`src/design/bdh_pkg.sv`:
```
// ----------------------------------------------------------------------------
// bdh_pkg
// Shared types and constants for the debounced button event block.
// ----------------------------------------------------------------------------
package bdh_pkg;

  localparam int TIME_WIDTH = 16;
  localparam int CFG_WIDTH  = 16;
  localparam int QDEPTH     = 4;
  localparam int QAW        = $clog2(QDEPTH);

  typedef enum logic [1:0] {
    REG_DEBOUNCE = 2'd0,
    REG_HOLD     = 2'd1,
    REG_INVERT   = 2'd2
  } reg_idx_t;

  typedef enum logic [1:0] {
    SW_OFF        = 2'd0,
    SW_ON         = 2'd1,
    SW_DEBOUNCING = 2'd2
  } sw_state_t;

  typedef enum logic [1:0] {
    EV_IDLE  = 2'd0,
    EV_PRESS = 2'd1,
    EV_CLICK = 2'd2,
    EV_HOLD  = 2'd3
  } ev_t;

  // Events caused by one tick: one or two of them.
  typedef struct packed {
    ev_t  ev0;
    ev_t  ev1;
    logic two;
  } grp_t;

endpackage

```
`src/design/button_debounce_hold_events.sv`:
```
// ----------------------------------------------------------------------------
// button_debounce_hold_events
// Debounced push button that reports press, click, hold and idle events.
// ----------------------------------------------------------------------------
// Each input beat on in_valid/in_stall is one millisecond tick with the raw
// switch level. The block emits zero, one or two events per tick on the
// out_valid/out_stall channel; last_of_run marks the last event of a tick.
// Registers debounce_ticks, hold_ticks and invert_input are written through
// wr_en, wr_index and wr_data; the user must do so only while the block is
// idle, as the block itself does not enforce it. A new tick can be taken
// every cycle while in_stall is low. Its first event passes through the
// queue and then the output register, and out_stall can hold it back further.
// The output stage sends one event per cycle while out_stall is low, so a tick
// with two events holds the output for both; a four-entry queue of event groups absorbs this.
// in_stall rises only when that queue is full.
// When out_stall is high the current event holds and ticks keep entering
// until the queue fills.
// Reset restores the register defaults, clears the queue and puts the
// switch in the released, idle state.
// ----------------------------------------------------------------------------
module button_debounce_hold_events (
  input  logic                          clk,
  input  logic                          rst,
  input  logic                          wr_en,
  input  logic [1:0]                    wr_index,
  input  logic [bdh_pkg::CFG_WIDTH-1:0] wr_data,
  input  logic                          in_valid,
  output logic                          in_stall,
  input  logic                          raw_level,
  output logic                          out_valid,
  input  logic                          out_stall,
  output logic [1:0]                    event_code,
  output logic                          last_of_run
);
  import bdh_pkg::*;

  logic tick, push, pop, empty, full;
  grp_t grp, head;

  assign in_stall = full;
  assign tick     = in_valid && !full;

  bdh_front u_front (
    .clk       (clk),
    .rst       (rst),
    .wr_en     (wr_en),
    .wr_index  (wr_index),
    .wr_data   (wr_data),
    .tick      (tick),
    .raw_level (raw_level),
    .push      (push),
    .grp       (grp)
  );

  bdh_fifo u_fifo (
    .clk   (clk),
    .rst   (rst),
    .push  (push),
    .wdata (grp),
    .pop   (pop),
    .rdata (head),
    .empty (empty),
    .full  (full)
  );

  bdh_back u_back (
    .clk         (clk),
    .rst         (rst),
    .head        (head),
    .empty       (empty),
    .pop         (pop),
    .out_valid   (out_valid),
    .out_stall   (out_stall),
    .event_code  (event_code),
    .last_of_run (last_of_run)
  );

endmodule

```
`src/design/bdh_front.sv`:
```
// ----------------------------------------------------------------------------
// bdh_front
// Configuration registers, debounce and event state, and event grouping.
// ----------------------------------------------------------------------------
module bdh_front (
  input  logic                          clk,
  input  logic                          rst,
  input  logic                          wr_en,
  input  logic [1:0]                    wr_index,
  input  logic [bdh_pkg::CFG_WIDTH-1:0] wr_data,
  input  logic                          tick,
  input  logic                          raw_level,
  output logic                          push,
  output bdh_pkg::grp_t                 grp
);
  import bdh_pkg::*;

  localparam logic [TIME_WIDTH-1:0] TIME_MAX = '1;

  logic [CFG_WIDTH-1:0]  debounce_ticks;
  logic [CFG_WIDTH-1:0]  hold_ticks;
  logic                  invert_input;
  sw_state_t             sw, sw_next;
  ev_t                   bev, bev_next;
  logic [TIME_WIDTH-1:0] elapsed, elapsed_next;

  logic level, win_open, acc, hold_hit, click_idle;
  ev_t  ev_acc;

  always_ff @(posedge clk) begin
    if (rst) begin
      debounce_ticks <= CFG_WIDTH'(50);
      hold_ticks     <= CFG_WIDTH'(1000);
      invert_input   <= 1'b0;
    end else if (wr_en) begin
      unique case (wr_index)
        REG_DEBOUNCE: debounce_ticks <= wr_data;
        REG_HOLD:     hold_ticks     <= wr_data;
        REG_INVERT:   invert_input   <= wr_data[0];
        default: ;
      endcase
    end
  end

  always_comb begin
    sw_state_t sw_mid;
    ev_t       bev_mid;
    logic [TIME_WIDTH-1:0] el_inc;
    level      = raw_level ^ invert_input;
    el_inc     = (elapsed == TIME_MAX) ? elapsed : elapsed + 1'b1;
    win_open   = (sw != SW_DEBOUNCING) && (level != (sw == SW_ON));
    elapsed_next = win_open ? '0 : el_inc;
    sw_mid     = win_open ? SW_DEBOUNCING : sw;
    acc        = (sw_mid == SW_DEBOUNCING) &&
                 ({{(32-TIME_WIDTH){1'b0}}, elapsed_next} >=
                  {{(32-CFG_WIDTH){1'b0}}, debounce_ticks});
    sw_next    = sw_mid;
    bev_mid    = bev;
    ev_acc     = EV_IDLE;
    if (acc) begin
      if (level) begin
        sw_next = SW_ON;
        bev_mid = EV_PRESS;
        ev_acc  = EV_PRESS;
      end else begin
        sw_next = SW_OFF;
        if (bev == EV_PRESS) begin
          bev_mid = EV_CLICK;
          ev_acc  = EV_CLICK;
        end else begin
          bev_mid = EV_IDLE;
          ev_acc  = EV_IDLE;
        end
      end
    end
    hold_hit   = (bev_mid == EV_PRESS) &&
                 ({{(32-TIME_WIDTH){1'b0}}, elapsed_next} >=
                  {{(32-CFG_WIDTH){1'b0}}, hold_ticks});
    click_idle = (bev_mid == EV_CLICK);
    bev_next   = bev_mid;
    if (hold_hit) begin
      bev_next = EV_HOLD;
    end else if (click_idle) begin
      bev_next = EV_IDLE;
    end
  end

  always_comb begin
    push    = tick && (acc || hold_hit);
    grp.ev0 = acc ? ev_acc : EV_HOLD;
    grp.ev1 = hold_hit ? EV_HOLD : EV_IDLE;
    grp.two = acc && (hold_hit || click_idle);
  end

  always_ff @(posedge clk) begin
    if (rst) begin
      sw      <= SW_OFF;
      bev     <= EV_IDLE;
      elapsed <= '0;
    end else if (tick) begin
      sw      <= sw_next;
      bev     <= bev_next;
      elapsed <= elapsed_next;
    end
  end

`ifndef SYNTHESIS
  a_on_pressed: assert property (@(posedge clk) disable iff (rst)
    (sw == SW_ON) |-> (bev == EV_PRESS || bev == EV_HOLD))
    else $error("switch on without a press or hold state");
  a_off_idle: assert property (@(posedge clk) disable iff (rst)
    (sw == SW_OFF) |-> (bev == EV_IDLE))
    else $error("switch off without idle state");
`endif

endmodule

```
`src/design/bdh_fifo.sv`:
```
// ----------------------------------------------------------------------------
// bdh_fifo
// Short queue of event groups between the front and the output stage.
// ----------------------------------------------------------------------------
module bdh_fifo (
  input  logic          clk,
  input  logic          rst,
  input  logic          push,
  input  bdh_pkg::grp_t wdata,
  input  logic          pop,
  output bdh_pkg::grp_t rdata,
  output logic          empty,
  output logic          full
);
  import bdh_pkg::*;

  grp_t           mem [QDEPTH];
  logic [QAW-1:0] wptr, rptr;
  logic [QAW:0]   count;

  assign empty = (count == '0);
  assign full  = (count == (QAW+1)'(QDEPTH));
  assign rdata = mem[rptr];

  always_ff @(posedge clk) begin
    if (push) begin
      mem[wptr] <= wdata;
    end
  end

  always_ff @(posedge clk) begin
    if (rst) begin
      wptr  <= '0;
      rptr  <= '0;
      count <= '0;
    end else begin
      if (push) begin
        wptr <= wptr + 1'b1;
      end
      if (pop) begin
        rptr <= rptr + 1'b1;
      end
      count <= count + (QAW+1)'(push) - (QAW+1)'(pop);
    end
  end

`ifndef SYNTHESIS
  a_no_overflow: assert property (@(posedge clk) disable iff (rst)
    !(push && full && !pop))
    else $error("queue written while full");
`endif

endmodule

```
`src/design/bdh_back.sv`:
```
// ----------------------------------------------------------------------------
// bdh_back
// Output stage: takes event groups from the queue and sends one event a beat.
// ----------------------------------------------------------------------------
module bdh_back (
  input  logic          clk,
  input  logic          rst,
  input  bdh_pkg::grp_t head,
  input  logic          empty,
  output logic          pop,
  output logic          out_valid,
  input  logic          out_stall,
  output logic [1:0]    event_code,
  output logic          last_of_run
);
  import bdh_pkg::*;

  grp_t cur;
  logic sel;
  logic fire, load;

  assign fire        = out_valid && !out_stall;
  assign load        = !out_valid || (fire && !(cur.two && !sel));
  assign pop         = load && !empty;
  assign event_code  = sel ? cur.ev1 : cur.ev0;
  assign last_of_run = !cur.two || sel;

  always_ff @(posedge clk) begin
    if (pop) begin
      cur <= head;
    end
  end

  always_ff @(posedge clk) begin
    if (rst) begin
      out_valid <= 1'b0;
      sel       <= 1'b0;
    end else if (load) begin
      out_valid <= !empty;
      sel       <= 1'b0;
    end else if (fire) begin
      sel <= 1'b1;
    end
  end

`ifndef SYNTHESIS
  a_sel_two: assert property (@(posedge clk) disable iff (rst)
    (out_valid && sel) |-> cur.two)
    else $error("second event selected for a single-event group");
`endif

endmodule
```
`config.mk`:
```
export PLATFORM = sky130hd
export DESIGN_NAME = button_debounce_hold_events
export DESIGN_NICKNAME = d
export VERILOG_FILES = /design/src/design/bdh_pkg.sv /design/src/design/button_debounce_hold_events.sv /design/src/design/bdh_front.sv /design/src/design/bdh_fifo.sv /design/src/design/bdh_back.sv
export SDC_FILE = /design/constraint.sdc
export NUM_CORES = 1
export LEC_CHECK = 0
export BUFFER_PORTS_ARGS = -buffer_cell sky130_fd_sc_hd__buf_4
export CAP_MARGIN = 20
export CORE_ASPECT_RATIO = 1.25
export CORE_MARGIN = 2
export CORE_UTILIZATION = 50
export DETAILED_ROUTE_END_ITERATION = 12
export GPL_ROUTABILITY_DRIVEN = 0
export PLACE_DENSITY = 0.68
export SYNTH_ARGS = -nofsm -noshare
export SYNTH_HDL_FRONTEND = slang
export SYNTH_SLANG_ARGS = --single-unit
```
`constraint.sdc`:
```
create_clock -name clk -period 11.1 [get_ports clk]
set_input_delay 2.775 -clock clk [delete_from_list [all_inputs] [get_ports clk]]
set_output_delay 2.775 -clock clk [all_outputs]
set_load 0.02 [all_outputs]
```
==> flow_summary_export.csv, run 1 <==
group,metric,value,unit
timing,slew_headroom,52.3,%
die,pin_count,29,
final_layout,antenna_cells,0,
setup_path,required,11310,ps
yosys,synthFlopType,"dfxtp_1",
die,fp.dieW,90.1,um
setup_path,slowest_stage,"fa_1",
timing,fin_crit,6610,ps
clock_network,cts_tree,"done",
die,die_height,112,um
final_layout,nets,610,
routing,vias_per_cell,5.47,
clock_network,cts-buffers-inserted,9,
setup_path,cpPeakStageDelay,410,ps
clock_network,cts_hold_buf,0,
die,start_util,51.1,%
yosys,synth_area_leaders,"dfxtp_1 (27%), edfxtp_1 (13%), ha_1 (11%)",
routing,antenna_left,0,
grt,grt_pass1_wl,16400,um
routing,detailroute.via_count,3687,
routing,firstDrtPassIters,4,
timing,max_freq,151,MHz
power_and_ir_drop,power.density,154,nW/um2
die,dieArea,10100,um2
yosys,synth_cells,525,
yosys,synth_warnings,0,
yosys,syn_area_per_cell,8.83,um2
grt,groute.usage.overall,20.2,%
timing,rsz0062_at_grt,"false",
setup_path,startpoint_type,"primary input",
timing,hold_ws,455,ps
grt,antenna_found_initial,0,
timing,post-route-period-util,59.5,%
grt,grt.overflow.total,0,
yosys,ys_ff_latch,82,
setup_path,path_max_fanout,28,
power_and_ir_drop,power_leakage,2.10,nW
clock_network,cts_setup_buffers,0,
timing,finalHoldViolCount,0,
final_layout,drive_above_1_share,12.7,%
setup_path,crit_path_cell_trace,"buf_4 > xor2_1 > nand3_1 > o21ai_2 > buf_8 > a21oi_1 > o21a_1 > ha_1 > nand4_1 > nor3_1 > o211ai_1 > a31o_4 > a21oi_4 > inv_1 > ha_1 > inv_1 > ha_1 > fa_1 > xnor2_1 > nor2_1",
timing,finalSetupTns,0,ps
timing,setup_violations,0,
setup_path,endpoint_kind,"flop",
clock_network,path_clk_slew,70,ps
routing,routed_wl,9800,um
timing,slew_viol_final,0,
flow_run,maxCapViolations,0,
final_layout,fin_util,57.9,%
final_layout,syn_to_final_growth,13.4,%
routing,wl_per_cell,14.5,um
die,core,9080,um2
clock_network,cts_htree_levels,3,
final_layout,fillers,818,
clock_network,worstSkewPairLatency,340,ps
routing,drc,0,
setup_path,cpMostUsedCell,"ha_1",
grt,grt_pass1_vias,3446,
setup_path,crit_arrival,6810,ps
clock_network,clock_sinks,82,
yosys,synth_area,4640,um2
clock_network,cts_resized,0,
yosys,syn_nets,589,
yosys,netlist.area_leader.share,26.8,%
timing,fin_skew,5.27,ps
yosys,synthDistinctLibCells,63,
yosys,synth_seq_area_share,39.7,%
outcome,status,"finished, final reports clean",
routing,detail_route.iter0.violations,237,
yosys,synthArstFlopShare,0,%
yosys,synth_edf_count,20,
setup_path,worst-setup-path-type,"in -> reg",
clock_network,clockBufferDepth,2,
die,row_count,39,
placed_design,portBuffers,28,
clock_network,root_buffer,"clkbuf_16",
timing,worstMarginPinSlew,716,ps
yosys,synth_top_area_cell,"dfxtp_1",
grt,grt_max_degree,67,
worst_hold_path,hp-class,"reg -> reg",
placed_design,hpwl,7110,um
power_and_ir_drop,irDropWorstVdd,0.132,mV
flip-flops by register name (all words and copies together) (netlist names):
name and flops:
u_fifo.wptr 2, u_front.invert_input 1, u_back.out_valid 1, u_front.sw 2, u_front.hold_ticks 16, u_fifo.rptr 2, u_back.cur 4, u_back.sel 1
u_fifo.count 3, u_front.bev 2, u_fifo.mem 16, u_front.elapsed 16, u_front.debounce_ticks 16
final timing paths:
check | from | endpoint | slack (ps) | cells past startpoint
worst max register to register | u_front.elapsed[3]$_SDFFE_PP0P_ | u_fifo.count[2]$_SDFF_PP0_ | 6320 | 19
worst max-delay path | raw_level | u_fifo.count[2]$_SDFF_PP0_ | 4490 | 20
worst min-delay path | u_front.debounce_ticks[12]$_SDFFE_PP0P_ | u_front.debounce_ticks[12]$_SDFFE_PP0P_ | 460 | 2
worst min register to register | u_front.debounce_ticks[12]$_SDFFE_PP0P_ | u_front.debounce_ticks[12]$_SDFFE_PP0P_ | 460 | 2
cell type report:
class	count	area, um2	share of cell area, %
Tap cell	123	154	2.93
Multi-Input combinational cell	379	2540	48.4
Clock buffer	9	225	4.28
Timing Repair Buffer	32	251	4.78
Inverter	42	158	3.00
Sequential cell	82	1840	35.0
Clock inverter	7	82.6	1.57
power by group:
part	leakage [nW]	internal, W	switching (W)
Sequential	0.723	0.000329	0.0000186
Combinational	1.23	0.0000693	0.0000846
Clock	0.145	0.000178	0.000132
Total	2.10	0.000577	0.000235
per-stage QoR:
step	instance area, um2	std cells	power, W	worst slack (ps)
finish	5260	674	0.000812	4490
global route	5260	674	0.000848	4250
CTS	5220	671	0.000816	4170
detailed placement	4920	655	0.000506	3800
global placement	4920	655	0.000500	3850
floorplan	4640	525	0.000460	4870
layer usage:
| metal | GRT usage [%] | up-vias | part of all wire (%) |
|---|---|---|---|
| met1 | 27.1 | 1736 | 46 |
| met3 | 3.38 | 8 | 3.8 |
| met2 | 33.0 | 68 | 49 |
| met4 | 7.38 | 0 | 1.4 |
| met5 | 0 | - | 0 |
| li1 | - | 1875 | - |
critical path, delay by kind of cell:
family | cells | cell delay (ps)
compound gates | 6 | 1170
xor+xnor | 2 | 540
fa+ha+maj | 4 | 1210
buf+inv | 4 | 480
simple gates | 4 | 640
synthesized netlist by cell type (10+ instances only):
cell type	number
nand2_1	75
dfxtp_1	62
a21oi_1	54
inv_1	42
ha_1	39
nor2_1	37
edfxtp_1	20
o21ai_0	17
clkbuf_1	15
nor3_1	12
nand3_1	10
xnor2_1	10
kinds of logic after synthesis:
group | Yosys count | share of synthesized area, %
and+or+nand+nor | 194 | 20.6
AOI/OAI and AO/OA | 118 | 16.5
DFF | 82 | 39.7
buffers and inverters | 64 | 5.48
adders and majority gates | 40 | 11.0
xor gates and xnor gates | 18 | 3.70
muxes | 9 | 3.05
placed cells by master (no fill, tap or decap), drive strengths merged, types with 7 or more instances in the layout:
| master | n |
|---|---|
| nor2 | 39 |
| a21oi | 56 |
| buf | 32 |
| a211oi | 7 |
| edfxtp | 20 |
| nand3 | 11 |
| clkbuf | 9 |
| nand2b | 7 |
| nand4 | 8 |
| o21ai | 18 |
| nor3 | 13 |
| xnor2 | 10 |
| inv | 46 |
| xor2 | 7 |
| ha | 39 |
| nand2 | 75 |
| dfxtp | 62 |
| and2 | 8 |
| nand3b | 8 |
Power figures use the tool's default switching activity.
==> run 2: changes to the inputs <==
--- a/config.mk
+++ b/config.mk
@@ -5,6 +5,7 @@
 export SDC_FILE = /design/constraint.sdc
 export NUM_CORES = 1
 export LEC_CHECK = 0
+export ABC_AREA = 1
 export BUFFER_PORTS_ARGS = -buffer_cell sky130_fd_sc_hd__buf_4
 export CAP_MARGIN = 20
 export CORE_ASPECT_RATIO = 1.25
==> constraint.sdc (replaced) <==
create_clock -name clk -period 6.5 [get_ports clk]
set_input_delay 1.625 -clock clk [delete_from_list [all_inputs] [get_ports clk]]
set_output_delay 1.625 -clock clk [all_outputs]
set_load 0.02 [all_outputs]
==> run 2 against run 1 <==
  * Hold slack is essentially flat
  * Non-clock buffer count fell by 2
  * Critical path depth is 5 higher
  * Global-route usage rose by 1.3 points
  * Critical path type unchanged
  * Critical endpoint unchanged
  * Largest power group unchanged
==> flow_summary_export.csv, run 2 <==
group,metric,value,unit
yosys,syn_area_per_cell,7.91,um2
clock_network,cts_hold_buf,0,
final_layout,nets,652,
yosys,synth_edf_count,20,
timing,worstMarginPinSlew,915,ps
setup_path,required,6750,ps
yosys,synth_seq_area_share,41.3,%
yosys,synthArstFlopShare,0,%
routing,routed_wl,9420,um
final_layout,syn_to_final_growth,10.8,%
placed_design,placement.cell_area,4770,um2
yosys,synth_most_common_cell,"inv_1",
setup_path,cpPeakStageDelay,410,ps
die,start_util,51.3,%
placed_design,placed_cells,696,
worst_hold_path,hp-class,"reg -> reg",
clock_network,cts-buffers-inserted,9,
setup_path,worst-setup-path-type,"in -> reg",
yosys,synth_warnings,0,
yosys,netlist.area_leader.share,27.8,%
clock_network,cts_resized,0,
final_layout,mostFrequentLayoutCell,"inv_1",
clock_network,clockBufferDepth,2,
clock_network,worstSkewPairLatency,360,ps
grt,grt_max_degree,43,
routing,vias_per_cell,5.16,
timing,finalSetupTns,0,ps
setup_path,startpoint_type,"primary input",
routing,detail_route.iter0.violations,187,
power_and_ir_drop,pwr-share-seq,43.6,%
grt,antenna_found_initial,0,
yosys,synth_area_leaders,"dfxtp_1 (28%), edfxtp_1 (13%), ha_1 (11%)",
power_and_ir_drop,switching_share,38.3,%
die,fp.dieW,88.5,um
clock_network,cts_setup_buffers,0,
clock_network,clock_sinks,82,
yosys,synth_cells,564,
power_and_ir_drop,power_leakage,2.22,nW
timing,slew_headroom,38.8,%
final_layout,antenna_cells,0,
grt,grt_pass1_wl,16100,um
routing,antenna_left,0,
timing,slew_viol_final,0,
setup_path,path_max_fanout,18,
timing,setup_violations,0,
grt,groute.usage.overall,21.5,%
timing,post-route-period-util,79.5,%
clock_network,path_clk_slew,80,ps
setup_path,path_buf_inv,3,
yosys,ys_ff_latch,82,
power_and_ir_drop,netSwitchingPower,0.000597,W
final_layout,stdcell_area,4950,um2
final_layout,final_cell_mix,"inv_1 (93), nand2_1 (75), a21oi_1 (64), o21ai_0 (64), dfxtp_1 (62)",
final_layout,fillers,829,
final_layout,final_cell_count_no_fill,713,
die,core,8700,um2
flow_run,maxCapViolations,0,
clock_network,cts_tree,"done",
die,row_count,38,
yosys,synthDistinctLibCells,41,
final_layout,drive_above_1_share,11.3,%
outcome,status,"finished, final reports clean",
die,pin_count,29,
timing,max_freq,194,MHz
timing,finalHoldViolCount,0,
die,die_height,110,um
clock_network,cts_htree_levels,3,
setup_path,crit_arrival,5410,ps
power_and_ir_drop,intPower,0.000960,W
power_and_ir_drop,power.density,315,nW/um2
die,dieArea,9700,um2
yosys,syn_nets,628,
routing,drc,0,
placed_design,portBuffers,28,
yosys,synthFlopType,"dfxtp_1",
yosys,synth_top_area_cell,"dfxtp_1",
power_and_ir_drop,power,0.00156,W
timing,hold_ws,455,ps
yosys,synthTopCellsByCount,"inv_1 (93), nand2_1 (75), a21oi_1 (64), o21ai_0 (64), dfxtp_1 (62)",
routing,firstDrtPassIters,4,
yosys,synth_area,4460,um2
setup_path,endpoint_kind,"flop",
routing,wl_per_cell,13.2,um
grt,grt.overflow.total,0,
timing,rsz0062_at_grt,"false",
grt,grt_pass1_vias,3520,
timing,fin_skew,5.44,ps
timing,fin_crit,5170,ps
final_layout,seqCellArea,1840,um2
setup_path,slowest_stage,"fa_1",
power_and_ir_drop,irDropWorstVdd,0.132,mV
final_layout,multi_input_area,2180,um2
routing,detailroute.via_count,3678,
setup_path,path_delay_family,"compound AO/OA/AOI/OAI gates",
power_and_ir_drop,power_frac_comb,36.4,%
power_and_ir_drop,clockPowerShare,20.0,%
placed_design,hpwl,7180,um
clock_network,root_buffer,"clkbuf_8",
## run 2: cell count changes after synthesis, moves of 6 or more
| cell | previous run | this run |
|---|---|---|
| nor3_1 | 12 | 5 |
| nand3_1 | 10 | 21 |
| and2_1 | 7 | 1 |
| nand3b_1 | 8 | 0 |
| o211ai_1 | 2 | 11 |
| xnor2_1 | 10 | 2 |
| o21ai_0 | 17 | 64 |
| a21oi_1 | 54 | 64 |
| inv_1 | 42 | 93 |
| nand2b_1 | 7 | 0 |
## run 2: metal layers
metal  wire length [um]  global-route usage (%)  up-vias  share of wire [%]
li1                   -                       -     1931                  -
met1               4310                    26.8     1687                 46
met2               4720                    36.5       48                 50
met3                232                    4.05       12                2.5
met4                155                    8.66        0                1.6
met5                  0                       0        -                  0
## run 2: final timing paths
kind | slack, ps | from | cells after the start | end
max reg2reg | 1780 | u_front.elapsed[0]$_SDFFE_PP0P_ | 30 | u_fifo.count[2]$_SDFF_PP0_
min reg2reg | 460 | u_front.hold_ticks[4]$_SDFFE_PP0P_ | 2 | u_front.hold_ticks[4]$_SDFFE_PP0P_
max | 1330 | raw_level | 25 | u_fifo.count[2]$_SDFF_PP0_
min | 460 | u_front.hold_ticks[4]$_SDFFE_PP0P_ | 2 | u_front.hold_ticks[4]$_SDFFE_PP0P_
## run 2: final cells by class
cell class                 count  share of cell area [%]
multi-input combinational    366                    44.2
inverter                      99                    7.51
clock inverter                 4                   0.379
timing repair buffer          30                    4.96
sequential                    82                    37.2
tap                          120                    3.03
clock buffer                  12                    2.73
## run 2: power by group through the flow
stage | Clock [W] | Sequential, W | Combinational (W)
floorplan | 0 | 0.000670 | 0.000424
global placement | 0 | 0.000688 | 0.000545
detailed placement | 0 | 0.000691 | 0.000563
CTS | 0.000321 | 0.000679 | 0.000565
global route | 0.000342 | 0.000689 | 0.000655
finish | 0.000311 | 0.000679 | 0.000567
## run 2: metrics by stage
stage,util (%),worst slack [ps]
2_1_floorplan,-,1470
3_3_place_gp,54.8,1010
3_5_place_dp,54.8,929
4_1_cts,56.5,1310
5_1_grt,56.9,1060
6_report,56.9,1330
## run 2: kinds of logic (layout without fill, tap and decap cells)
kind of cell               count (synthesis)  in the layout  synth area share, %
and+or+nand+nor                          161            161                 16.7
AOI/OAI and AO/OA                        156            156                 19.0
buffers and inverters                    116            145                 9.78
DFF                                       82             82                 41.3
adders and majority gates                 40             40                 11.4
xor gates and xnor gates                   9              9                 1.93
## run 2: worst reg2reg max path, delay by kind of cell, from the launching register on
kind	cells	cell delay, ps
buf+inv	4	290
flops	1	460
compound gates	3	290
fa+ha+maj	5	1410
simple gates	18	2160
